`src/hw/rtl/hrss_pkg.sv`:
```
// Shared types and constants for the heater relay/SSR sequencer.
// No dependencies; every other file in hw/rtl refers to this package by scoped names.
package hrss_pkg;

    // Opcodes of an input word
    typedef logic [1:0] t_op;
    localparam t_op OP_SET   = 2'd0;
    localparam t_op OP_TICK  = 2'd1;
    localparam t_op OP_ABORT = 2'd2;

    // Configuration register indexes
    typedef logic [0:0] t_cfg_idx;
    localparam t_cfg_idx REG_RELAY_DELAY = 1'b0;
    localparam t_cfg_idx REG_ABORT_WAIT  = 1'b1;

    localparam int CFG_DATA_W = 16;

    typedef logic [6:0]  t_pct;
    typedef logic [15:0] t_delay;
    typedef logic [7:0]  t_wait;

    localparam t_pct   LEVEL_MAX          = 7'd100;
    localparam t_delay RELAY_DELAY_RESET  = 16'd20;
    localparam t_wait  ABORT_WAIT_RESET   = 8'd11;

    typedef struct packed {
        t_pct   commanded;
        t_pct   applied;
        logic   trans;
        t_delay delay_cnt;
        logic   relay;
        t_pct   ssr;
        logic   aborted;
        t_wait  abort_cnt;
    } t_state;

    localparam t_state STATE_RESET = '{
        commanded: '0, applied: '0, trans: 1'b0, delay_cnt: '0,
        relay: 1'b0, ssr: '0, aborted: 1'b0, abort_cnt: '0
    };

endpackage

```
`src/hw/rtl/hrss_if.sv`:
```
// Valid/ready channel interfaces for the sequencer's input and result words.
// Depends on hrss_pkg.
interface hrss_in_if;
    logic             valid;
    logic             ready;
    hrss_pkg::t_op    op;
    logic [7:0]       level;

    modport source (output valid, output op, output level, input ready);
    modport sink   (input valid, input op, input level, output ready);
endinterface

interface hrss_out_if;
    logic             valid;
    logic             ready;
    logic             relay_on;
    hrss_pkg::t_pct   ssr_duty;
    hrss_pkg::t_pct   commanded;
    logic             in_transition;
    logic             locked_out;

    modport source (output valid, output relay_on, output ssr_duty, output commanded,
                    output in_transition, output locked_out, input ready);
    modport sink   (input valid, input relay_on, input ssr_duty, input commanded,
                    input in_transition, input locked_out, output ready);
endinterface

```
`src/hw/rtl/heater_relay_ssr_sequencer.sv`:
```
// Top level of the heater relay/SSR sequencer: channel handshakes, config registers,
// sequencer state. Depends on hrss_pkg, hrss_if.sv and hrss_step.

// Drives a mains relay in series with a PWM solid-state relay. Each input word is
// a set (power 0..100, higher saturates), a 1 ms tick or an abort; each word yields
// exactly one result word with the relay drive, applied SSR duty, commanded level,
// transition flag and lockout flag as they stand after that word. Throughput is one
// word per clock while result ready stays high; an accepted word sits in the input
// register, then the combinational next-state logic loads the result register once the
// result register is free. While a result waits, the input register takes
// one more word and holds it until the result register frees; input ready follows
// result ready in the same cycle. Write relay_delay_ticks (index 0) and
// abort_wait_ticks (index 1) only while no word is in flight.
module heater_relay_ssr_sequencer (
    input  logic                              i_clk,
    input  logic                              i_rst_n,
    hrss_in_if.sink                           i_item,
    hrss_out_if.source                        o_result,
    input  logic                              i_cfg_we,
    input  hrss_pkg::t_cfg_idx                i_cfg_idx,
    input  logic [hrss_pkg::CFG_DATA_W-1:0]   i_cfg_data
);

    // config registers
    hrss_pkg::t_delay r_relay_delay;
    hrss_pkg::t_wait  r_abort_wait;

    // input stage
    logic             r_in_valid;
    hrss_pkg::t_op    r_in_op;
    logic [7:0]       r_in_level;

    // sequencer state and result stage
    hrss_pkg::t_state r_state;
    hrss_pkg::t_state n_state;
    logic             r_out_valid;

    logic advance;
    logic in_take;

    // move the held word into the result stage when the result register frees
    assign advance = r_in_valid && (!r_out_valid || o_result.ready);
    assign i_item.ready = !r_in_valid || advance;
    assign in_take = i_item.valid && i_item.ready;

    hrss_step u_step (
        .i_state       (r_state),
        .i_op          (r_in_op),
        .i_level       (r_in_level),
        .i_relay_delay (r_relay_delay),
        .i_abort_wait  (r_abort_wait),
        .o_state       (n_state)
    );

    always_ff @(posedge i_clk) begin
        if (!i_rst_n) begin
            r_relay_delay <= hrss_pkg::RELAY_DELAY_RESET;
            r_abort_wait  <= hrss_pkg::ABORT_WAIT_RESET;
        end else if (i_cfg_we) begin
            unique case (i_cfg_idx)
                hrss_pkg::REG_RELAY_DELAY: r_relay_delay <= i_cfg_data;
                hrss_pkg::REG_ABORT_WAIT:  r_abort_wait  <= i_cfg_data[7:0];
                default:                   r_abort_wait  <= r_abort_wait;
            endcase
        end
    end

    // capture the incoming word; payload needs no reset
    always_ff @(posedge i_clk) begin
        if (in_take) begin
            r_in_op    <= i_item.op;
            r_in_level <= i_item.level;
        end
    end

    always_ff @(posedge i_clk) begin
        if (!i_rst_n) begin
            r_in_valid  <= 1'b0;
            r_out_valid <= 1'b0;
            r_state     <= hrss_pkg::STATE_RESET;
        end else begin
            if (in_take) begin
                r_in_valid <= 1'b1;
            end else if (advance) begin
                r_in_valid <= 1'b0;
            end
            if (advance) begin
                // the state register doubles as the result register
                r_state     <= n_state;
                r_out_valid <= 1'b1;
            end else if (o_result.ready) begin
                r_out_valid <= 1'b0;
            end
        end
    end

    assign o_result.valid         = r_out_valid;
    assign o_result.relay_on      = r_state.relay;
    assign o_result.ssr_duty      = r_state.ssr;
    assign o_result.commanded     = r_state.commanded;
    assign o_result.in_transition = r_state.trans;
    assign o_result.locked_out    = r_state.aborted;

endmodule

```
`src/hw/rtl/hrss_step.sv`:
```
// Next-state logic of the sequencer for one input word (purely combinational).
// Depends on hrss_pkg.
module hrss_step (
    input  hrss_pkg::t_state i_state,
    input  hrss_pkg::t_op    i_op,
    input  logic [7:0]       i_level,
    input  hrss_pkg::t_delay i_relay_delay,
    input  hrss_pkg::t_wait  i_abort_wait,
    output hrss_pkg::t_state o_state
);

    hrss_pkg::t_pct lvl;
    logic           old_on;
    logic           new_on;

    assign lvl    = (i_level > {1'b0, hrss_pkg::LEVEL_MAX}) ? hrss_pkg::LEVEL_MAX
                                                           : i_level[6:0];
    assign old_on = (i_state.applied != '0);
    assign new_on = (lvl != '0);

    always_comb begin
        o_state = i_state;
        case (i_op)
            hrss_pkg::OP_SET: begin
                if (!i_state.aborted) begin
                    o_state.commanded = lvl;
                    o_state.applied   = lvl;
                    o_state.trans     = (old_on != new_on);
                    if (old_on != new_on) begin
                        o_state.delay_cnt = i_relay_delay;
                        o_state.ssr       = '0;
                        if (new_on) begin
                            o_state.relay = 1'b1;
                        end
                    end else begin
                        o_state.ssr = lvl;
                    end
                end
            end
            hrss_pkg::OP_TICK: begin
                if (i_state.trans) begin
                    if (i_state.delay_cnt > 16'd1) begin
                        o_state.delay_cnt = i_state.delay_cnt - 16'd1;
                    end else begin
                        // delay expired: finish the transition
                        o_state.delay_cnt = '0;
                        o_state.trans     = 1'b0;
                        if (i_state.commanded != '0) begin
                            o_state.ssr = i_state.applied;
                        end else begin
                            o_state.relay = 1'b0;
                        end
                    end
                end
                if (i_state.abort_cnt != '0) begin
                    o_state.abort_cnt = i_state.abort_cnt - 8'd1;
                    if (i_state.abort_cnt == 8'd1) begin
                        o_state.relay = 1'b0;
                    end
                end
            end
            hrss_pkg::OP_ABORT: begin
                o_state.commanded = '0;
                o_state.applied   = '0;
                o_state.ssr       = '0;
                o_state.trans     = 1'b0;
                o_state.delay_cnt = '0;
                o_state.aborted   = 1'b1;
                if ((i_state.commanded != '0) && (i_abort_wait != '0)) begin
                    o_state.abort_cnt = i_abort_wait;
                end else begin
                    o_state.abort_cnt = '0;
                    o_state.relay     = 1'b0;
                end
            end
            default: begin
                o_state = i_state;
            end
        endcase
    end

endmodule
```
`src/flat_wrapper.sv`:
```
// flat-port wrapper written by rule: the top's interface ports become plain ports
module heater_relay_ssr_sequencer_flat 
  (i_clk, i_rst_n, i_cfg_we, i_cfg_idx, i_cfg_data, i_item_valid, i_item_op, i_item_level, i_item_ready, o_result_valid, o_result_relay_on, o_result_ssr_duty, o_result_commanded, o_result_in_transition, o_result_locked_out, o_result_ready);
  hrss_in_if i_item_i ();
  hrss_out_if o_result_i ();
  input  logic i_clk;
  input  logic i_rst_n;
  input  logic i_cfg_we;
  input  hrss_pkg::t_cfg_idx i_cfg_idx;
  input  logic [hrss_pkg::CFG_DATA_W-1:0] i_cfg_data;
  input wire logic [$bits(i_item_i.valid)-1:0] i_item_valid;
  input wire logic [$bits(i_item_i.op)-1:0] i_item_op;
  input wire logic [$bits(i_item_i.level)-1:0] i_item_level;
  output wire logic [$bits(i_item_i.ready)-1:0] i_item_ready;
  output wire logic [$bits(o_result_i.valid)-1:0] o_result_valid;
  output wire logic [$bits(o_result_i.relay_on)-1:0] o_result_relay_on;
  output wire logic [$bits(o_result_i.ssr_duty)-1:0] o_result_ssr_duty;
  output wire logic [$bits(o_result_i.commanded)-1:0] o_result_commanded;
  output wire logic [$bits(o_result_i.in_transition)-1:0] o_result_in_transition;
  output wire logic [$bits(o_result_i.locked_out)-1:0] o_result_locked_out;
  input wire logic [$bits(o_result_i.ready)-1:0] o_result_ready;
  assign i_item_i.valid = i_item_valid;
  assign i_item_i.op = i_item_op;
  assign i_item_i.level = i_item_level;
  assign i_item_ready = i_item_i.ready;
  assign o_result_valid = o_result_i.valid;
  assign o_result_relay_on = o_result_i.relay_on;
  assign o_result_ssr_duty = o_result_i.ssr_duty;
  assign o_result_commanded = o_result_i.commanded;
  assign o_result_in_transition = o_result_i.in_transition;
  assign o_result_locked_out = o_result_i.locked_out;
  assign o_result_i.ready = o_result_ready;
  heater_relay_ssr_sequencer u_core (.i_clk(i_clk), .i_rst_n(i_rst_n), .i_item(i_item_i), .o_result(o_result_i), .i_cfg_we(i_cfg_we), .i_cfg_idx(i_cfg_idx), .i_cfg_data(i_cfg_data));
endmodule
```
`config.mk`:
```
export PLATFORM = sky130hd
export DESIGN_NAME = heater_relay_ssr_sequencer_flat
export DESIGN_NICKNAME = d
export VERILOG_FILES = /design/src/hw/rtl/hrss_pkg.sv /design/src/hw/rtl/hrss_if.sv /design/src/hw/rtl/heater_relay_ssr_sequencer.sv /design/src/hw/rtl/hrss_step.sv /design/src/flat_wrapper.sv
export SDC_FILE = /design/constraint.sdc
export NUM_CORES = 1
export LEC_CHECK = 0
export BUFFER_PORTS_ARGS = -buffer_cell sky130_fd_sc_hd__buf_2
export CAP_MARGIN = 20
export CORE_MARGIN = 3
export CORE_UTILIZATION = 60
export DETAILED_ROUTE_END_ITERATION = 7
export GPL_ROUTABILITY_DRIVEN = 1
export PLACE_DENSITY = 0.89
export SLEW_MARGIN = 20
export SYNTH_ARGS = -nofsm -noshare
export SYNTH_HDL_FRONTEND = slang
export SYNTH_HIERARCHICAL = 1
export SYNTH_SLANG_ARGS = --single-unit
export TNS_END_PERCENT = 100
```
`constraint.sdc`:
```
create_clock -name i_clk -period 6 [get_ports i_clk]
set_clock_uncertainty 0.1 [all_clocks]
set_input_delay 1.2 -clock i_clk [delete_from_list [all_inputs] [get_ports i_clk]]
set_output_delay 1.2 -clock i_clk [all_outputs]
set_load 0.02 [all_outputs]
```
* After elaboration in Yosys (flattened, before gate mapping)
Index checks and enable logic that the tools add are counted.
** Cells by class
- Add/sub/neg operators :: 2
- Magnitude comparators :: 2
- Eq/ne operators :: 12
- Multiplexer cells :: 23
- Bitwise operators :: 1
- Reductions and logical operators :: 27
** Operators by type and width (number)
- $pmux W25 S3 :: 1
- $mux W39 :: 1
- $pmux W14 S2 :: 1
- $mux W25 :: 1
- $mux W8 :: 3
- $mux W7 :: 3
- $reduce_bool A7 Y1 :: 3
- $mux W17 :: 1
- $gt A16 B1 Y1 const B :: 1
- $mux W16 :: 1
- $pmux W8 S2 :: 1
- $reduce_bool A8 Y1 :: 2
- $sub A16 B1 Y16 const B :: 1
- $ne A2 B2 Y1 const B :: 7
- $reduce_and A6 Y1 :: 2
- $mux W1 :: 10
- $reduce_and A3 Y1 :: 3
- $eq A8 B1 Y1 const B :: 1
- $gt A8 B7 Y1 const B :: 1
- $reduce_bool A2 Y1 :: 4
- $sub A8 B1 Y8 const B :: 1
- $reduce_and A2 Y1 :: 3
- $reduce_and A5 Y1 :: 1
- $logic_and A1 B1 Y1 :: 3
- 9 further kinds :: 11
** Word-level totals
- Register bits after elaboration :: 84
- Bits of input ports :: 32
- Output and inout bits :: 19
- Word-level logic and storage cells :: 81

* Longest topological paths before layout
Gate-level depths: netlist of the first run.
- Depth after elaboration :: 7
- Depth in mapped cells :: 11
- Depth with buffers taken out :: 10

* By module
The synthesis of the first run kept the hierarchy.
** Modules (own cells, without submodules)
- heater_relay_ssr_sequencer :: times used 1, cells each 350, area each 3315.7 sq um, sequential area each 1781.7 sq um
- hrss_step :: times used 1, cells each 288, area each 1813.0 sq um, sequential area each 0.0 sq um

* Least setup slack after synthesis of the first run
OpenSTA, ideal clock, no wires.
- Path type :: input -> output
- Start point :: in o_result_ready
- End point :: out i_item_ready
- Arrival time :: 1.464 ns
- Required time :: 4.700 ns
- Setup slack :: 3.236 ns
- Stages :: 2
- Buffers on the path :: 0
- Path through :: nor2b_4 -> nand2_1
** On the way
- Cells in the longest elaborated chain, start to end :: 3
** Ends and longest elaborated chain
- start: declaration :: line flat_wrapper.sv:21 : input wire logic [$bits(o_result_i.ready)-1:0] o_result_ready;
- $logic_or A1 B1 Y1 :: line heater_relay_ssr_sequencer.sv:42 : assign advance = r_in_valid && (!r_out_valid || o_result.ready);
- $logic_and A1 B1 Y1 :: line heater_relay_ssr_sequencer.sv:42
- $logic_or A1 B1 Y1 :: line heater_relay_ssr_sequencer.sv:43 : assign i_item.ready = !r_in_valid || advance;
- end: declaration :: line flat_wrapper.sv:14 : output wire logic [$bits(i_item_i.ready)-1:0] i_item_ready;
Every way passes these cells.

==> results of run 1 <==
state kept, by name, summed over array words and instances, names as in the netlist:
| signal | count |
|---|---|
| u_core/r_relay_delay | 16 |
| u_core/o_result.in_transition | 1 |
| u_core/r_state | 31 |
| u_core/o_result.locked_out | 1 |
| u_core/r_in_level | 8 |
| u_core/o_result.commanded | 7 |
| u_core/r_in_op | 2 |
| u_core/r_abort_wait | 8 |
| u_core/o_result.valid | 1 |
| u_core/r_in_valid | 1 |
| u_core/o_result.relay_on | 1 |
| u_core/o_result.ssr_duty | 7 |
worst register-to-register path, cell delays in order (launching register included):
cell and delay (ns):
edfxtp_1 0.44, inv_1 0.12, ha_1 0.76, nand2b_1 0.29, nor3_2 0.63, a22oi_1 0.17, o221ai_1 0.24, nand2_1 0.09
mux2i_1 0.14
where the power goes:
| part | internal [mW] | total (mW) | switching [mW] |
|---|---|---|---|
| Clock | 0.207 | 0.423 | 0.217 |
| Combinational | 0.0605 | 0.162 | 0.101 |
| Sequential | 0.585 | 0.604 | 0.0183 |
layout make-up:
cell class,instances,area [um^2]
multi-input cells,492,2990
fillers,685,2830
flip-flops and latches,84,1780
repair buffers,53,288
clock buffers,10,138
well taps,105,131
clock inverters,6,70.1
inverters,10,37.5
cells in the mapped netlist (all sizes together), types with 3 or more instances:
cell       n  area (um^2)
nand3     11         55.1
and2       3         18.8
dfxtp     74         1480
a22o      10         87.6
o21ai     25          129
a21oi     15         75.1
nor2      30          113
a22oi      9         67.6
a21o      15          113
ha         9          113
or3        8         50.1
o31ai      9         72.6
or4        3         30.0
nand2    178          668
nor3b      5         37.5
a221o      4         40.0
edfxtp    10          300
nand2b    11         68.8
inv       10         37.5
xnor2      4         35.0
buf       34          260
o2bb2ai    3         26.3
a32oi      3         26.3
nor3      17         90.1
a21boi    20          150
mux2i     48          480
nor4       8         71.3
nor2b      6         45.0
or2        4         25.0
o31a       4         35.0
clkbuf    18         70.1
per-stage QoR:
step           utilization  hold WS [ns]
2_1_floorplan            -         0.340
3_3_place_gp         0.630         0.364
3_5_place_dp         0.630         0.368
4_1_cts              0.655         0.381
5_1_grt              0.658         0.403
6_report             0.658         0.375
path summary, 6_finish.rpt:
check	endpoint	startpoint	cells after the start	slack [ns]
worst min-delay path	u_core/o_result.ssr_duty[0]	u_core/o_result.ssr_duty[0]	2	0.38
worst min register to register	u_core/o_result.ssr_duty[0]	u_core/o_result.ssr_duty[0]	2	0.38
worst max-delay path	u_core/r_state[19]	u_core/r_in_op[0]	8	2.96
worst max register to register	u_core/r_state[19]	u_core/r_in_op[0]	8	2.96
routing by layer:
metal	share of wire	track usage	wire [um]
met4	0.025	0.104	304
met2	0.48	0.413	5910
met3	0.072	0.0453	879
met1	0.42	0.331	5140
met5	0	0	0
placed cells by master (no fill, tap or decap), types with 9 or more instances in the layout:
cell type,Yosys,final
edfxtp_1,10,10
a21boi_0,19,19
a21oi_1,15,15
buf_2,11,49
clkbuf_8,0,10
a22o_1,10,10
ha_1,9,9
nand2b_1,11,11
a21o_1,15,15
nor2_1,30,30
a22oi_1,9,9
o21ai_0,16,16
nand2_1,178,178
mux2i_1,48,48
dfxtp_1,74,74
inv_1,10,10
nor3_1,16,16
nand3_1,11,11
kinds of logic after synthesis:
family	synth area share
buffers and inverters	0.0717
DFF	0.347
adders and majority gates	0.0220
muxes	0.0937
and+or+nand+nor	0.260
AOI/OAI and AO/OA	0.195
xor gates and xnor gates	0.0100
==> impl_metrics.tcl, run 1 <==
set metrics [dict create \
    cts_max_path_buffers 2 \
    synth_edf_count 10 \
    clkSlewWorstSetupHoldPaths_ns 0.09 \
    worstSetupStartpointType "register" \
    cp_slowest_cell "ha_1" \
    drtPass1Iterations 6 \
    power.total_mw 1.19 \
    cpPeakStageDelay_ns 0.76 \
    period_share 0.507 \
    antenna_found_initial 0 \
    cellPowerDensity_nw_per_um2 219 \
    async_flop_share 0 \
    grt_pass1_wl_um 20500 \
    place_hpwl_um 8330 \
    fmax_mhz 328 \
    period_minus_slack_ns 3.04 \
    via_count 4622 \
    yosys.cell_types.count 66 \
    fp.dieW_um 98.5 \
    track_usage 0.253 \
    gr-total-overflow 0 \
    viasPerCell 6.08 \
    syn_nets 679 \
    fp.dieH_um 98.5 \
    setup_viol 0 \
    path_cells "inv_1 -> ha_1 -> nand2b_1 -> nor3_2 -> a22oi_1 -> o221ai_1 -> nand2_1 -> mux2i_1" \
    hold_buffers 0 \
    synthCells 638 \
    hp-class "reg -> reg" \
    ir_drop_uv 149 \
    path_buf_inv 1 \
    h-tree-depth 3 \
    wl_per_cell_um 16.1 \
    worstPathRequired_ns 6.19 \
    slew_violations 0 \
    cts_setup_buffers 0 \
    grt_start_max_net_pins 123 \
    avgSynthCellArea_um2 8.04 \
    worst_slack_ns 2.96 \
    tritoncts "built" \
    grt_pass1_vias 4343 \
    ys.flop_type "dfxtp_1" \
    setup_tns_ns 0 \
    cap_violations 0 \
    critPathArrivalTime_ns 3.23 \
    cts_root_buffer "clkbuf_8" \
    drive_above_1_share 0.127 \
    criticalPathCategory "reg -> reg" \
    ys_warn_count 6 \
    cp_top_family "simple AND/OR/NAND/NOR gates" \
    dieArea_um2 9690 \
    rsz0062_at_grt "no" \
    leakagePower_nw 2.15 \
    cts_resized 0 \
    area_growth_pct 5.93 \
    cts.sinks 84 \
    top_level_ports 51 \
    num_antenna_cells 0 \
    core_area_um2 8260 \
    stdcell_count 760 \
    gp_congestion 0.924 \
    endpoint_kind "register" \
    status "completed" \
    crit_path_max_fanout 24 \
    std_cell_rows 33 \
    drt_iter0_markers 404 \
    io_buffers 50 \
    drc 0 \
    clkLatencyLatePin_ns 0.36 \
    nets 691 \
    place_ws_ns 2.98 \
    hold_viol 0 \
    ys_seq_area_frac 0.347 \
    fin_area_um2 5430 \
    synthesis.area_um2 5130 \
    tightest_slew_ns 1.05 \
    dpl_cell_area_um2 5200 \
    synth-seq-cells 84 \
    antenna_left 0 \
    max-slew-margin-rel 0.298 \
    placed_cells 743 \
    drt-total-wl_um 12200 \
    start_util 0.621 \
    cts_buffers 9 \
]
No activity file was read; power rests on OpenSTA's default activity.
==> run 2, diff against run 1 <==
--- a/config.mk
+++ b/config.mk
@@ -5,13 +5,14 @@
 export SDC_FILE = /design/constraint.sdc
 export NUM_CORES = 1
 export LEC_CHECK = 0
+export ABC_AREA = 1
 export BUFFER_PORTS_ARGS = -buffer_cell sky130_fd_sc_hd__buf_2
 export CAP_MARGIN = 20
 export CORE_MARGIN = 3
-export CORE_UTILIZATION = 60
+export CORE_UTILIZATION = 55
 export DETAILED_ROUTE_END_ITERATION = 7
 export GPL_ROUTABILITY_DRIVEN = 1
-export PLACE_DENSITY = 0.89
+export PLACE_DENSITY = 0.85
 export SLEW_MARGIN = 20
 export SYNTH_ARGS = -nofsm -noshare
 export SYNTH_HDL_FRONTEND = slang
==> constraint.sdc (replaced) <==
create_clock -name i_clk -period 2.7 [get_ports i_clk]
set_clock_uncertainty 0.1 [all_clocks]
set_input_delay 0.54 -clock i_clk [delete_from_list [all_inputs] [get_ports i_clk]]
set_output_delay 0.54 -clock i_clk [all_outputs]
set_load 0.02 [all_outputs]
==> run 2 against run 1 <==
Effect of this change: clock-buffer cell count unchanged; global-route usage down 1.4 points; critical path depth up 7; largest cell class unchanged; critical path type unchanged; fmax up 31%.
==> impl_metrics.tcl, run 2 <==
set metrics [dict create \
    status "completed" \
    gr-total-overflow 0 \
    gp_congestion 0.999 \
    startpoint "u_core/r_state[17]" \
    cellPowerDensity_nw_per_um2 512 \
    dieArea_um2 12300 \
    hold_start "i_item_level[3]" \
    r2r_start "u_core/r_state[17]" \
    fillers 1016 \
    syn_nets 1017 \
    cap_violations 0 \
    setup_viol 0 \
    switching_share 0.358 \
    synth_edf_count 10 \
    clkSlewWorstSetupHoldPaths_ns 0.09 \
    whs_path_depth 1 \
    async_flop_share 0 \
    top_level_ports 51 \
    seqPwrFrac 0.442 \
    synth_top_area_frac 0.245 \
    synth-seq-cells 84 \
    min_to "u_core/r_in_level[3]" \
    ir_drop_uv 416 \
    rsz0062_at_grt "no" \
    ys_warn_count 6 \
    area_growth_pct 5.53 \
    endpoint_kind "register" \
    synth_common_cells "193 x nand2_1, 164 x nor2_1, 146 x inv_1" \
    via_count 6090 \
    synthesis.area_um2 6040 \
    critPathArrivalTime_ns 2.56 \
    power.share.clock 0.283 \
    largest_reg_flops 31 \
    place_hpwl_um 10600 \
    hold_buffers 0 \
    drt_iter0_markers 548 \
    drive_above_1_share 0.123 \
    avgSynthCellArea_um2 6.19 \
    comb_power_share 0.275 \
    std_cell_rows 37 \
    setup_tns_ns 0 \
    drt-total-wl_um 14700 \
    viasPerCell 5.41 \
    clkLatencyLatePin_ns 0.38 \
    tightest_slew_ns 0.670 \
    regArea_um2 1790 \
    period_share 0.863 \
    synth_area_leaders "dfxtp_1 25%, nand2_1 12%, nor2_1 10%" \
    drtPass1Iterations 6 \
    final_common_cell "nand2_1" \
    fmax_mhz 429 \
    cts_max_path_buffers 2 \
    fp.dieW_um 111 \
    synthCells 976 \
    start_util 0.575 \
    hold-worst-slack_ns 0.227 \
    drc 0 \
    leakagePower_nw 3.07 \
    antenna_left 0 \
    cts_resized 0 \
    ys_seq_area_frac 0.295 \
    switchingPower_mw 1.17 \
    crit_path_max_fanout 9 \
    multi_input_area_um2 3300 \
    yosys.cell_types.count 35 \
    synth_most_common_cell "nand2_1" \
    dpl_cell_area_um2 6180 \
    top_regs "u_core/r_state x31, u_core/r_relay_delay x16" \
    h-tree-depth 3 \
    tritoncts "built" \
    track_usage 0.239 \
    io_buffers 50 \
    hp-class "in -> reg" \
    final_core_util 0.607 \
    core_area_um2 10500 \
    slew_violations 0 \
    cts_root_buffer "clkbuf_8" \
    hold_viol 0 \
    power.total_mw 3.27 \
    nets 1026 \
    worstSetupStartpointType "register" \
    yosys.area.top_type "dfxtp_1" \
    period_minus_slack_ns 2.33 \
    worstPathRequired_ns 2.93 \
    rr_endpoint "u_core/r_state[20]" \
    wl_per_cell_um 13.0 \
    r2r_setup_slack_ns 0.37 \
    fin_area_um2 6380 \
    cts_setup_buffers 0 \
    num_antenna_cells 0 \
    mostFrequentLayoutCells "193 x nand2_1, 164 x nor2_1, 146 x inv_1" \
    grt_pass1_vias 5186 \
    internal_power_mw 2.10 \
    antenna_found_initial 0 \
    grt_pass1_wl_um 24400 \
    reg2reg_depth 15 \
    fp.dieH_um 111 \
    ys.flop_type "dfxtp_1" \
    cts.sinks 84 \
    cts_buffers 9 \
    max-slew-margin-rel 0.551 \
    grt_start_max_net_pins 98 \
    largest_register "u_core/r_state" \
    criticalPathCategory "reg -> reg" \
]
run 2: per-stage QoR:
step	cells	worst slack, ns
after global placement	1110	0.537
after floorplan	976	0.728
after detailed placement	1110	0.435
final	1126	0.369
after CTS	1126	0.415
after global routing	1126	0.100
run 2: logic make-up (layout without fill, tap and decap cells):
group                      after synthesis  count (layout)  share of synthesized area
xor gates and xnor gates                13              13                     0.0188
and+or+nand+nor                        508             508                      0.364
buffers and inverters                  214             228                      0.160
adders and majority gates                9               9                     0.0186
DFF                                     84              84                      0.295
AOI/OAI and AO/OA                      148             148                      0.144
run 2: how the worst max path moves through the flow:
stage                         end  slack [ns]  cells after the start
6_report       u_core/r_state[20]        0.37                     15
5_1_grt        u_core/r_state[20]        0.10                     15
4_1_cts        u_core/r_state[20]        0.42                     15
3_5_place_dp   u_core/r_state[20]        0.43                     15
3_3_place_gp   u_core/r_state[20]        0.54                     15
2_1_floorplan  u_core/r_state[20]        0.73                     15
run 2: metal layers:
layer,track usage,part of all wire,vias to the layer above,wire length [um]
met5,0,0,-,0
met4,0.0895,0.022,0,321
met3,0.0590,0.082,28,1200
met2,0.372,0.45,243,6670
met1,0.321,0.44,2724,6480
li1,-,-,3095,-
run 2: power by group through the flow:
stage	clock [mW]	combinational, mW	sequential (mW)
detailed placement	0	0.876	1.47
finish	0.923	0.897	1.44
global route	1.00	1.02	1.46
floorplan	0	0.724	1.45
CTS	0.949	0.879	1.44
global placement	0	0.866	1.47
run 2: worst max-delay path: stages, from the launching register on:
cell and delay [ns]:
dfxtp_1 0.43, inv_1 0.12, ha_1 0.25, o21ai_0 0.22, nor2_2 0.08, nand3_2 0.11
nand2_1 0.18, inv_2 0.20, o21ai_0 0.11, nand2_1 0.07, inv_1 0.05, a21oi_1 0.13
inv_1 0.05, nand3_1 0.07, nand2_1 0.06, nor2_1 0.07
run 2: area by class of cell:
cell class | count | area share
inverters | 150 | 0.0883
flip-flops and latches | 84 | 0.280
well taps | 136 | 0.0267
clock buffers | 10 | 0.0200
multi-input cells | 678 | 0.517
clock inverters | 6 | 0.0108
repair buffers | 62 | 0.0573
==> run 3, diff against run 2 <==
--- a/config.mk
+++ b/config.mk
@@ -9,10 +9,10 @@
 export BUFFER_PORTS_ARGS = -buffer_cell sky130_fd_sc_hd__buf_2
 export CAP_MARGIN = 20
 export CORE_MARGIN = 3
-export CORE_UTILIZATION = 55
+export CORE_UTILIZATION = 28
 export DETAILED_ROUTE_END_ITERATION = 7
 export GPL_ROUTABILITY_DRIVEN = 1
-export PLACE_DENSITY = 0.85
+export PLACE_DENSITY = 0.53
 export SLEW_MARGIN = 20
 export SYNTH_ARGS = -nofsm -noshare
 export SYNTH_HDL_FRONTEND = slang
==> run 3 against run 2 <==
Effect of this change: hold slack improved by 0.037 ns; sequential share of layout area fell by 1.3 points; routed wire length grew 13%; utilization shrank 29 points; power grew 13%; fmax is 0.20% higher; flip-flop and latch count unchanged; setup slack better by 0.0046 ns; clock-buffer cell count rose by 1; non-clock buffer count up 1; combinational power about the same; clock power increased by 45%; critical endpoint unchanged; highest routed layer unchanged.
==> impl_metrics.tcl, run 3 (synthesis results as in run 2) <==
set metrics [dict create \
    worstPathRequired_ns 2.89 \
    num_antenna_cells 0 \
    top_regs "u_core/r_state x31, u_core/r_relay_delay x16" \
    fmax_mhz 430 \
    cts_resized 0 \
    cts_buffers 9 \
    clkSlewWorstSetupHoldPaths_ns 0.07 \
    area_growth_pct 10.8 \
    hold_buffers 0 \
    period_share 0.862 \
    period_minus_slack_ns 2.33 \
    cap_violations 0 \
    endpoint_kind "register" \
    criticalPathCategory "reg -> reg" \
    io_buffers 50 \
    setup_tns_ns 0 \
    tritoncts "built" \
    rsz0062_at_grt "no" \
    drc 0 \
    placed_cells 1250 \
    max-slew-margin-rel 0.543 \
    ir_drop_uv 271 \
    r2r_start "u_core/r_state[17]" \
    whs_path_depth 1 \
    antenna_found_initial 0 \
    final_common_cell "nand2_1" \
    min_to "u_core/r_in_level[2]" \
    critPathArrivalTime_ns 2.51 \
    drt_iter0_markers 434 \
    cellPowerDensity_nw_per_um2 550 \
    viasPerCell 4.58 \
    nets 1027 \
    gr-total-overflow 0 \
    r2r_setup_slack_ns 0.37 \
    start_util 0.287 \
    fp.dieW_um 153 \
    tightest_slew_ns 0.682 \
    drtPass1Iterations 5 \
    reg2reg_depth 15 \
    drive_above_1_share 0.125 \
    antenna_left 0 \
    slew_violations 0 \
    track_usage 0.144 \
    place_hpwl_um 11800 \
    grt_pass1_wl_um 28100 \
    gp_congestion 0.857 \
    worstSetupStartpointType "register" \
    largest_register "u_core/r_state" \
    leakagePower_nw 3.14 \
    cts.sinks 84 \
    wl_per_cell_um 13.1 \
    crit_path_max_fanout 9 \
    cts_root_buffer "clkbuf_16" \
    grt_pass1_vias 5454 \
    grt_start_max_net_pins 98 \
    drt-total-wl_um 16500 \
    dieArea_um2 23400 \
    fp.dieH_um 153 \
    stdcell_count 1266 \
    core_area_um2 21100 \
    largest_reg_flops 31 \
    status "completed" \
    top_level_ports 51 \
    cts_setup_buffers 0 \
    hold_viol 0 \
    clkLatencyLatePin_ns 0.35 \
    via_count 5796 \
    hold_start "i_item_level[2]" \
    mostFrequentLayoutCells "193 x nand2_1, 164 x nor2_1, 146 x inv_1" \
    h-tree-depth 3 \
    setup_viol 0 \
    cts_max_path_buffers 2 \
    hp-class "in -> reg" \
    rr_endpoint "u_core/r_state[20]" \
    std_cell_rows 53 \
    fillers 2401 \
]
run 3: cell count changes in the layout (fill, tap and decap cells not counted), sizes merged:
cell    change
inv         -2
buf         +1
clkbuf      +1
clkinv      +1
run 3: worst max-delay path, cell delays in order, from the launching register on:
cell and delay (ns):
dfxtp_1 0.42, inv_1 0.12, ha_1 0.23, o21ai_0 0.21
nor2_2 0.08, nand3_2 0.10, nand2_1 0.17, inv_2 0.21
o21ai_0 0.12, nand2_1 0.07, inv_1 0.05, a21oi_1 0.13
inv_1 0.05, nand3_1 0.07, nand2_1 0.06, nor2_1 0.07
run 3: power by group:
group          switching [mW]  internal (mW)  leakage (nW)  total (mW)
Combinational           0.582          0.316          2.27       0.898
Sequential             0.0969           1.35         0.708        1.45
Clock                   0.540          0.799         0.157        1.34
run 3: how the worst max path moves through the flow:
stage / from / endpoint / cells after the start
6_report: u_core/r_state[17] / u_core/r_state[20] / 15
2_1_floorplan: u_core/r_state[17] / u_core/r_state[20] / 15
3_5_place_dp: u_core/r_state[17] / u_core/r_state[20] / 15
4_1_cts: u_core/r_state[17] / u_core/r_state[23] / 15
3_3_place_gp: u_core/o_result.commanded[0] / u_core/o_result.relay_on / 12
5_1_grt: u_core/r_state[17] / u_core/r_state[20] / 15
run 3: per-stage QoR:
| stage | hold WS [ns] | area, um^2 | utilization | total power, mW | setup slack (ns) |
|---|---|---|---|---|---|
| global route | 0.247 | 6700 | 0.318 | 3.93 | 0.0364 |
| floorplan | 0.342 | 6040 | - | 2.17 | 0.728 |
| global placement | 0.362 | 6380 | 0.302 | 2.37 | 0.462 |
| detailed placement | 0.374 | 6380 | 0.302 | 2.37 | 0.408 |
| CTS | 0.244 | 6700 | 0.318 | 3.73 | 0.382 |
| finish | 0.264 | 6700 | 0.318 | 3.68 | 0.373 |
run 3: final cells by class:
class / instances / area (um^2) / share of cell area
Multi-Input combinational cell: 678 / 3300 / 0.493
Sequential cell: 84 / 1790 / 0.267
Inverter: 150 / 563 / 0.0841
Timing Repair Buffer: 63 / 385 / 0.0575
Tap cell: 275 / 344 / 0.0514
Clock buffer: 11 / 264 / 0.0394
Clock inverter: 5 / 56.3 / 0.00841
run 3: metal layers:
| metal | routed length (um) | part of all wire | vias to the layer above | global-route usage |
|---|---|---|---|---|
| li1 | - | - | 3100 | - |
| met1 | 8140 | 0.49 | 2554 | 0.198 |
| met2 | 7350 | 0.44 | 125 | 0.233 |
| met3 | 691 | 0.042 | 17 | 0.0218 |
| met4 | 364 | 0.022 | 0 | 0.0492 |
| met5 | 0 | 0 | - | 0 |
